==> src/hsvrgb_pkg.sv <==
// Shared types and constants for the dimmed HSV to RGB converter.
package hsvrgb_pkg;

  // Full scale of hue, saturation and level inputs.
  localparam logic [7:0]  SPAN      = 8'd254;
  // Full scale of an output channel.
  localparam logic [7:0]  CH_FULL   = 8'd255;
  // SPAN squared, the denominator of the ramp channel.
  localparam logic [23:0] SPAN_SQ   = 24'd64516;
  // Number of hue sectors below the wrap point.
  localparam int          NUM_SECT  = 6;
  // Number of pipeline stages.
  localparam int          NUM_STAGE = 7;

  typedef struct packed {
    logic [7:0] hue;
    logic [7:0] saturation;
    logic [7:0] level;
    logic       power_on;
  } hsv_in_t;

  typedef struct packed {
    logic [7:0] red;
    logic [7:0] green;
    logic [7:0] blue;
  } rgb_out_t;

endpackage

==> src/hsv_to_rgb_dimmed.sv <==
// Dimmed HSV to RGB converter: seven-stage pipeline, top level.
// Throughput: one item per cycle while the output is not stalled; each stage
//   holds one item and advances when the stage after it is empty or
//   advancing, so bubbles close up under stall.
// Reset: synchronous active-low rst_n clears all stage valid bits; payload
//   registers are not reset.
module hsv_to_rgb_dimmed (
  input  logic                clk,
  input  logic                rst_n,
  input  logic                in_valid,
  output logic                in_stall,
  input  hsvrgb_pkg::hsv_in_t in_data,
  output logic                out_valid,
  input  logic                out_stall,
  output hsvrgb_pkg::rgb_out_t out_data
);

  typedef enum logic [2:0] {
    SEC_RED_YEL  = 3'd0,
    SEC_YEL_GRN  = 3'd1,
    SEC_GRN_CYAN = 3'd2,
    SEC_CYAN_BLU = 3'd3,
    SEC_BLU_MAG  = 3'd4,
    SEC_MAG_RED  = 3'd5,
    SEC_WRAP     = 3'd6
  } sector_t;

  // ---------------------------------------------------------------- control
  logic [hsvrgb_pkg::NUM_STAGE-1:0] vld_r;
  logic [hsvrgb_pkg::NUM_STAGE-1:0] adv;

  always_comb begin
    adv[hsvrgb_pkg::NUM_STAGE-1] = !vld_r[hsvrgb_pkg::NUM_STAGE-1] || !out_stall;
    for (int k = hsvrgb_pkg::NUM_STAGE - 2; k >= 0; k--) begin
      adv[k] = !vld_r[k] || adv[k+1];
    end
  end

  assign in_stall  = !adv[0];
  assign out_valid = vld_r[hsvrgb_pkg::NUM_STAGE-1];

  always_ff @(posedge clk) begin
    if (!rst_n) begin
      vld_r <= '0;
    end else begin
      if (adv[0]) begin
        vld_r[0] <= in_valid;
      end
      for (int k = 1; k < hsvrgb_pkg::NUM_STAGE; k++) begin
        if (adv[k]) begin
          vld_r[k] <= vld_r[k-1];
        end
      end
    end
  end

  // ---------------------------------------------------------------- stage 1
  // Split hue*6 into sector and remainder, build the ramp's distance from
  // full (h) and the zero channel.
  logic [10:0] t_w;
  logic [10:0] base_w;
  sector_t     sec_nxt;
  logic [7:0]  f_w;
  logic [7:0]  h_nxt;
  logic [7:0]  v_w;
  logic [7:0]  zero_nxt;
  logic        off_nxt;

  always_comb begin
    t_w     = 11'({in_data.hue, 2'b00}) + 11'({in_data.hue, 1'b0});
    sec_nxt = SEC_RED_YEL;
    base_w  = '0;
    for (int k = 1; k <= hsvrgb_pkg::NUM_SECT; k++) begin
      if (t_w >= 11'(k * 254)) begin
        sec_nxt = sector_t'(3'(k));
        base_w  = 11'(k * 254);
      end
    end
    f_w   = 8'(t_w - base_w);
    // odd sector ramps down, so its distance from full is f itself
    h_nxt = sec_nxt[0] ? f_w : (hsvrgb_pkg::SPAN - f_w);
    // floor(255*v/254) = v + (v == 254) for v in 0..254
    v_w   = hsvrgb_pkg::SPAN - in_data.saturation;
    if (in_data.saturation == 8'hFF) begin
      zero_nxt = '0;
    end else begin
      zero_nxt = v_w + {7'd0, v_w == hsvrgb_pkg::SPAN};
    end
    off_nxt = !in_data.power_on || (in_data.level == 8'd0);
  end

  sector_t    sec1_r;
  logic [7:0] h1_r;
  logic [7:0] sat1_r;
  logic [7:0] zero1_r;
  logic [7:0] lvl1_r;
  logic       off1_r;

  always_ff @(posedge clk) begin
    if (adv[0]) begin
      sec1_r  <= sec_nxt;
      h1_r    <= h_nxt;
      sat1_r  <= in_data.saturation;
      zero1_r <= zero_nxt;
      lvl1_r  <= in_data.level;
      off1_r  <= off_nxt;
    end
  end

  // ---------------------------------------------------------------- stage 2
  // Ramp numerator is 64516 - sat*h.
  logic [15:0] prod_nxt;
  assign prod_nxt = 16'(sat1_r) * 16'(h1_r);

  sector_t     sec2_r;
  logic [15:0] prod2_r;
  logic [7:0]  zero2_r;
  logic [7:0]  lvl2_r;
  logic        off2_r;

  always_ff @(posedge clk) begin
    if (adv[1]) begin
      sec2_r  <= sec1_r;
      prod2_r <= prod_nxt;
      zero2_r <= zero1_r;
      lvl2_r  <= lvl1_r;
      off2_r  <= off1_r;
    end
  end

  // ---------------------------------------------------------------- stage 3
  // x = 255*P; estimate x/64516 as (x*65) >> 22, low by at most one.
  logic [15:0] p_w;
  logic [23:0] x_nxt;
  logic [30:0] xm_w;
  logic [7:0]  q0_nxt;

  always_comb begin
    if (24'(prod2_r) >= hsvrgb_pkg::SPAN_SQ) begin
      p_w = '0;
    end else begin
      p_w = 16'(hsvrgb_pkg::SPAN_SQ - 24'(prod2_r));
    end
    x_nxt  = {p_w, 8'd0} - 24'(p_w);
    xm_w   = {x_nxt, 6'd0} + 31'(x_nxt) + 31'(x_nxt);
    xm_w   = xm_w - 31'(x_nxt);
    q0_nxt = 8'(xm_w >> 22);
  end

  sector_t     sec3_r;
  logic [23:0] x3_r;
  logic [7:0]  q3_r;
  logic [7:0]  zero3_r;
  logic [7:0]  lvl3_r;
  logic        off3_r;

  always_ff @(posedge clk) begin
    if (adv[2]) begin
      sec3_r  <= sec2_r;
      x3_r    <= x_nxt;
      q3_r    <= q0_nxt;
      zero3_r <= zero2_r;
      lvl3_r  <= lvl2_r;
      off3_r  <= off2_r;
    end
  end

  // ---------------------------------------------------------------- stage 4
  // Correct the ramp quotient, then route full/ramp/zero by sector.
  logic [23:0] rem3_w;
  logic [7:0]  ramp_w;
  logic [7:0]  ch_nxt [3];

  always_comb begin
    rem3_w = x3_r - 24'(q3_r) * hsvrgb_pkg::SPAN_SQ;
    ramp_w = q3_r + {7'd0, rem3_w >= hsvrgb_pkg::SPAN_SQ};
    unique case (sec3_r)
      SEC_RED_YEL: begin
        ch_nxt[0] = hsvrgb_pkg::CH_FULL; ch_nxt[1] = ramp_w; ch_nxt[2] = zero3_r;
      end
      SEC_YEL_GRN: begin
        ch_nxt[0] = ramp_w; ch_nxt[1] = hsvrgb_pkg::CH_FULL; ch_nxt[2] = zero3_r;
      end
      SEC_GRN_CYAN: begin
        ch_nxt[0] = zero3_r; ch_nxt[1] = hsvrgb_pkg::CH_FULL; ch_nxt[2] = ramp_w;
      end
      SEC_CYAN_BLU: begin
        ch_nxt[0] = zero3_r; ch_nxt[1] = ramp_w; ch_nxt[2] = hsvrgb_pkg::CH_FULL;
      end
      SEC_BLU_MAG: begin
        ch_nxt[0] = ramp_w; ch_nxt[1] = zero3_r; ch_nxt[2] = hsvrgb_pkg::CH_FULL;
      end
      default: begin
        ch_nxt[0] = hsvrgb_pkg::CH_FULL; ch_nxt[1] = zero3_r; ch_nxt[2] = ramp_w;
      end
    endcase
  end

  logic [7:0] ch4_r [3];
  logic [7:0] lvl4_r;
  logic       off4_r;

  always_ff @(posedge clk) begin
    if (adv[3]) begin
      for (int c = 0; c < 3; c++) begin
        ch4_r[c] <= ch_nxt[c];
      end
      lvl4_r <= lvl3_r;
      off4_r <= off3_r;
    end
  end

  // ---------------------------------------------------------------- stage 5
  // Dimming product per channel.
  logic [15:0] dim5_r [3];
  logic        off5_r;

  always_ff @(posedge clk) begin
    if (adv[4]) begin
      for (int c = 0; c < 3; c++) begin
        dim5_r[c] <= 16'(ch4_r[c]) * 16'(lvl4_r);
      end
      off5_r <= off4_r;
    end
  end

  // ---------------------------------------------------------------- stage 6
  // Estimate y/254 as (y*516) >> 17, low by at most one.
  logic [25:0] ym_w [3];
  logic [8:0]  dq6_r [3];
  logic [15:0] dim6_r [3];
  logic        off6_r;

  always_comb begin
    for (int c = 0; c < 3; c++) begin
      ym_w[c] = {dim5_r[c], 9'd0} + 26'({dim5_r[c], 2'd0});
    end
  end

  always_ff @(posedge clk) begin
    if (adv[5]) begin
      for (int c = 0; c < 3; c++) begin
        dq6_r[c]  <= 9'(ym_w[c] >> 17);
        dim6_r[c] <= dim5_r[c];
      end
      off6_r <= off5_r;
    end
  end

  // ---------------------------------------------------------------- stage 7
  // Correct the quotient, saturate, and blank when off.
  logic [15:0] drem_w [3];
  logic [8:0]  dq_w   [3];
  logic [7:0]  chan_w [3];

  always_comb begin
    for (int c = 0; c < 3; c++) begin
      drem_w[c] = dim6_r[c] - 16'(dq6_r[c]) * 16'(hsvrgb_pkg::SPAN);
      dq_w[c]   = dq6_r[c] + {8'd0, drem_w[c] >= 16'(hsvrgb_pkg::SPAN)};
      if (off6_r) begin
        chan_w[c] = '0;
      end else if (dq_w[c][8]) begin
        chan_w[c] = hsvrgb_pkg::CH_FULL;
      end else begin
        chan_w[c] = dq_w[c][7:0];
      end
    end
  end

  hsvrgb_pkg::rgb_out_t out_r;

  always_ff @(posedge clk) begin
    if (adv[6]) begin
      out_r.red   <= chan_w[0];
      out_r.green <= chan_w[1];
      out_r.blue  <= chan_w[2];
    end
  end

  assign out_data = out_r;

endmodule

==> config.mk <==
export PLATFORM = sky130hd
export DESIGN_NAME = hsv_to_rgb_dimmed
export DESIGN_NICKNAME = d
export VERILOG_FILES = /design/src/hsvrgb_pkg.sv /design/src/hsv_to_rgb_dimmed.sv
export SDC_FILE = /design/constraint.sdc
export NUM_CORES = 1
export LEC_CHECK = 0
export ABC_AREA = 1
export BUFFER_PORTS_ARGS = -buffer_cell sky130_fd_sc_hd__buf_2
export CAP_MARGIN = 10
export CORE_UTILIZATION = 59
export CTS_BUF_LIST = sky130_fd_sc_hd__clkbuf_16
export DETAILED_ROUTE_END_ITERATION = 16
export PLACE_DENSITY = 0.87
export SLEW_MARGIN = 20
export SYNTH_ARGS = -nofsm -noshare
export SYNTH_HDL_FRONTEND = slang
export SYNTH_SLANG_ARGS = --single-unit
==> constraint.sdc <==
create_clock -name clk -period 21.1 [get_ports clk]
set_clock_uncertainty 0.2 [all_clocks]
set_input_delay 2.11 -clock clk [delete_from_list [all_inputs] [get_ports clk]]
set_output_delay 2.11 -clock clk [all_outputs]
set_load 0.02 [all_outputs]
==> impl_metrics.yaml <==
run_status:
  outcome: "completed"
logic_synthesis:
  synthCells: 3644
  yosysSeqAreaShare_pct: 28.27
  netlist_area_um2: 32250
  ys_ff_latch: 306
  synth_edf_count: 299
  synthArstFlopShare_pct: 0
  synthFlopType: "edfxtp_1"
  synth_cell_types: 53
  synth_nets: 4377
  yosys_warnings: 0
  syn_avg_cell_area_um2: 8.850
worst_setup_path:
  cp.arrival_ns: 7.50
  cp.required_ns: 21.13
  cp-start-kind: "flop"
  slowest_delay_ns: 0.56
  cp_common_cell: "nand2_1"
  r2r-start: "q3_r[2]$_DFFE_PP_"
  critPathKind: "flop to flop"
  critPathMaxFanout: 6
  cp-end-kind: "flop"
  cp.buffers_inverters: 7
  crit_family: "adder cells"
  cp-startpoint: "q3_r[2]$_DFFE_PP_"
  critPathSlowestCell: "fa_1"
timing:
  setup_viol: 0
  fmax_ghz: 0.1339
  hold_viol: 0
  fin_crit_sh_pct: 35.39
  relSlewSlack_pct: 26.42
  setup-tns-final_ns: 0
  min_period_ns: 7.468
  tightest_slew_ns: 1.101
  rsz0062_at_grt: "false"
  slew_violations: 0
layout:
  final_common_cell: "inv_1"
  syn_to_final_growth_pct: 6.285
  fin_nets: 4423
  final_util_pct: 63.57
  layout_common_cells: "inv_1 (814), nand2_1 (676), ha_1 (443), edfxtp_1 (299), fa_1 (261)"
  drive_above_1_share_pct: 4.605
  num_antenna_cells: 0
clocking:
  h-tree-depth: 2
  clk_latency_ns: 0.55
  numCtsBuffers: 35
  path_clk_slew_ns: 0.06
  clk_path_buf_depth: 3
  cts_sinks: 306
  cts-resized-gates: 0
  post-cts-setup-buffers: 0
  cts_root_buffer: "clkbuf_16"
  postCtsHoldBufs: 0
  cts_tree: "yes"
drt:
  drc: 0
  postRouteAntennaNets: 0
  drt_pass1_iterations: 6
  dr.first_iter.drc_count: 1836
  wirelength_mm: 67.47
  vias: 24000
  avgRoutedWirePerCell_um: 15.30
  vias_per_cell: 5.443
global_route:
  grtUsageTotal_pct: 24.79
  antenna_found_initial: 0
  grt_pass1_wl_mm: 113.8
  met3_usage_pct: 2.891
  grt_overflow_total: 0
  grt_pass1_vias: 24560
  grt_max_degree: 75
  met2_usage_pct: 43.81
  grtUsageMet1_pct: 31.14
  grt.busiest_layer: "met2"
placement:
  port-buffer-count: 54
  dp_hpwl_mm: 53.67
  place.gp.congestion: 0.9327
die:
  initial_core_util_pct: 59.81
  die_area_um2: 55600
  io_pins: 55
  rows: 85
  die_x_um: 235.8
  die_h_um: 235.8
  fp.coreArea_um2: 53920
min_path:
  hold_path.class: "flop to flop"
  min-delay-start: "zero1_r[6]$_SDFFCE_PN0N_"
run:
  drv_cap: 0
-- through the flow --
| step | std cells | worst slack, ns | cell area [um^2] | hold slack [ns] |
|---|---|---|---|---|
| floorplan | 3644 | 10.34 | 32250 | 0.2003 |
| finish | 4409 | 13.63 | 34280 | 0.2155 |
| global route | 4409 | 12.97 | 34280 | 0.2186 |
| detailed placement | 4349 | 13.76 | 33210 | 0.2045 |
| global placement | 4349 | 13.81 | 33210 | 0.2014 |
| CTS | 4409 | 13.68 | 34280 | 0.2148 |
-- cells by family (layout without fill, tap and decap cells) --
kind of cell | Yosys count | in the layout | share of synthesized area [%]
simple gates | 1113 | 1113 | 14.56
compound gates | 449 | 449 | 7.996
xor+xnor | 204 | 204 | 5.563
fa+ha+maj | 704 | 704 | 33.39
buf+inv | 868 | 937 | 10.21
flops | 306 | 306 | 28.27
-- state kept, by name (all words and copies together), names as in the netlist, 15 cells and up --
name and cells:
ch4_r 24, dim5_r 48, dim6_r 45, dq6_r 27
out_data 24, prod2_r 15, x3_r 22
-- final timing paths --
kind,to,slack [ns],cells after the start
worst min register to register,zero2_r[6]$_DFFE_PP_,0.22,0
worst max-delay path,ch4_r[0][10]$_DFFE_PP_,13.63,37
worst min-delay path,zero2_r[6]$_DFFE_PP_,0.22,0
worst max register to register,ch4_r[0][10]$_DFFE_PP_,13.63,37
-- layout make-up --
| class | instances | area, um^2 |
|---|---|---|
| Clock buffer | 37 | 925.9 |
| Multi-Input combinational cell | 2470 | 19840 |
| Sequential cell | 306 | 9119 |
| Timing Repair Buffer | 61 | 322.8 |
| Clock inverter | 23 | 138.9 |
| Fill cell | 4046 | 19640 |
| Tap cell | 696 | 870.8 |
| Inverter | 816 | 3063 |
-- worst reg2reg max path, delay by kind of cell (launching register included) --
kind | cells | cell delay, ns
compound gates | 6 | 1.09
xor+xnor | 2 | 0.65
fa+ha+maj | 8 | 2.96
buf+inv | 7 | 0.46
flops | 1 | 0.46
simple gates | 14 | 1.31
-- synth_stat cells (12+ instances only) --
library cell,n,share of area [%]
a21o_1,16,0.37
inv_1,809,9.4
edfxtp_1,299,28
ha_1,443,17
o221ai_1,17,0.46
nand3_1,103,1.6
xor2_1,137,3.7
o21ai_0,106,1.6
nand4_1,26,0.50
nand2_1,676,7.9
a31oi_1,15,0.29
nor2_1,201,2.3
nand2_2,14,0.27
clkbuf_1,40,0.47
o21bai_1,12,0.28
xnor2_1,66,1.8
a21oi_1,218,3.4
fa_1,261,16
nor3_1,32,0.50
o211ai_1,22,0.51
-- per-layer routing --
metal | wire, um | vias up
met1 | 28020 | 11320
met2 | 33540 | 756
met4 | 2287 | 0
li1 | - | 11750
met5 | 0 | -
met3 | 3613 | 179
Power is left out: the tool's default activity adds up to more than one toggle a clock period on the data nets, which glitch-free logic cannot reach.
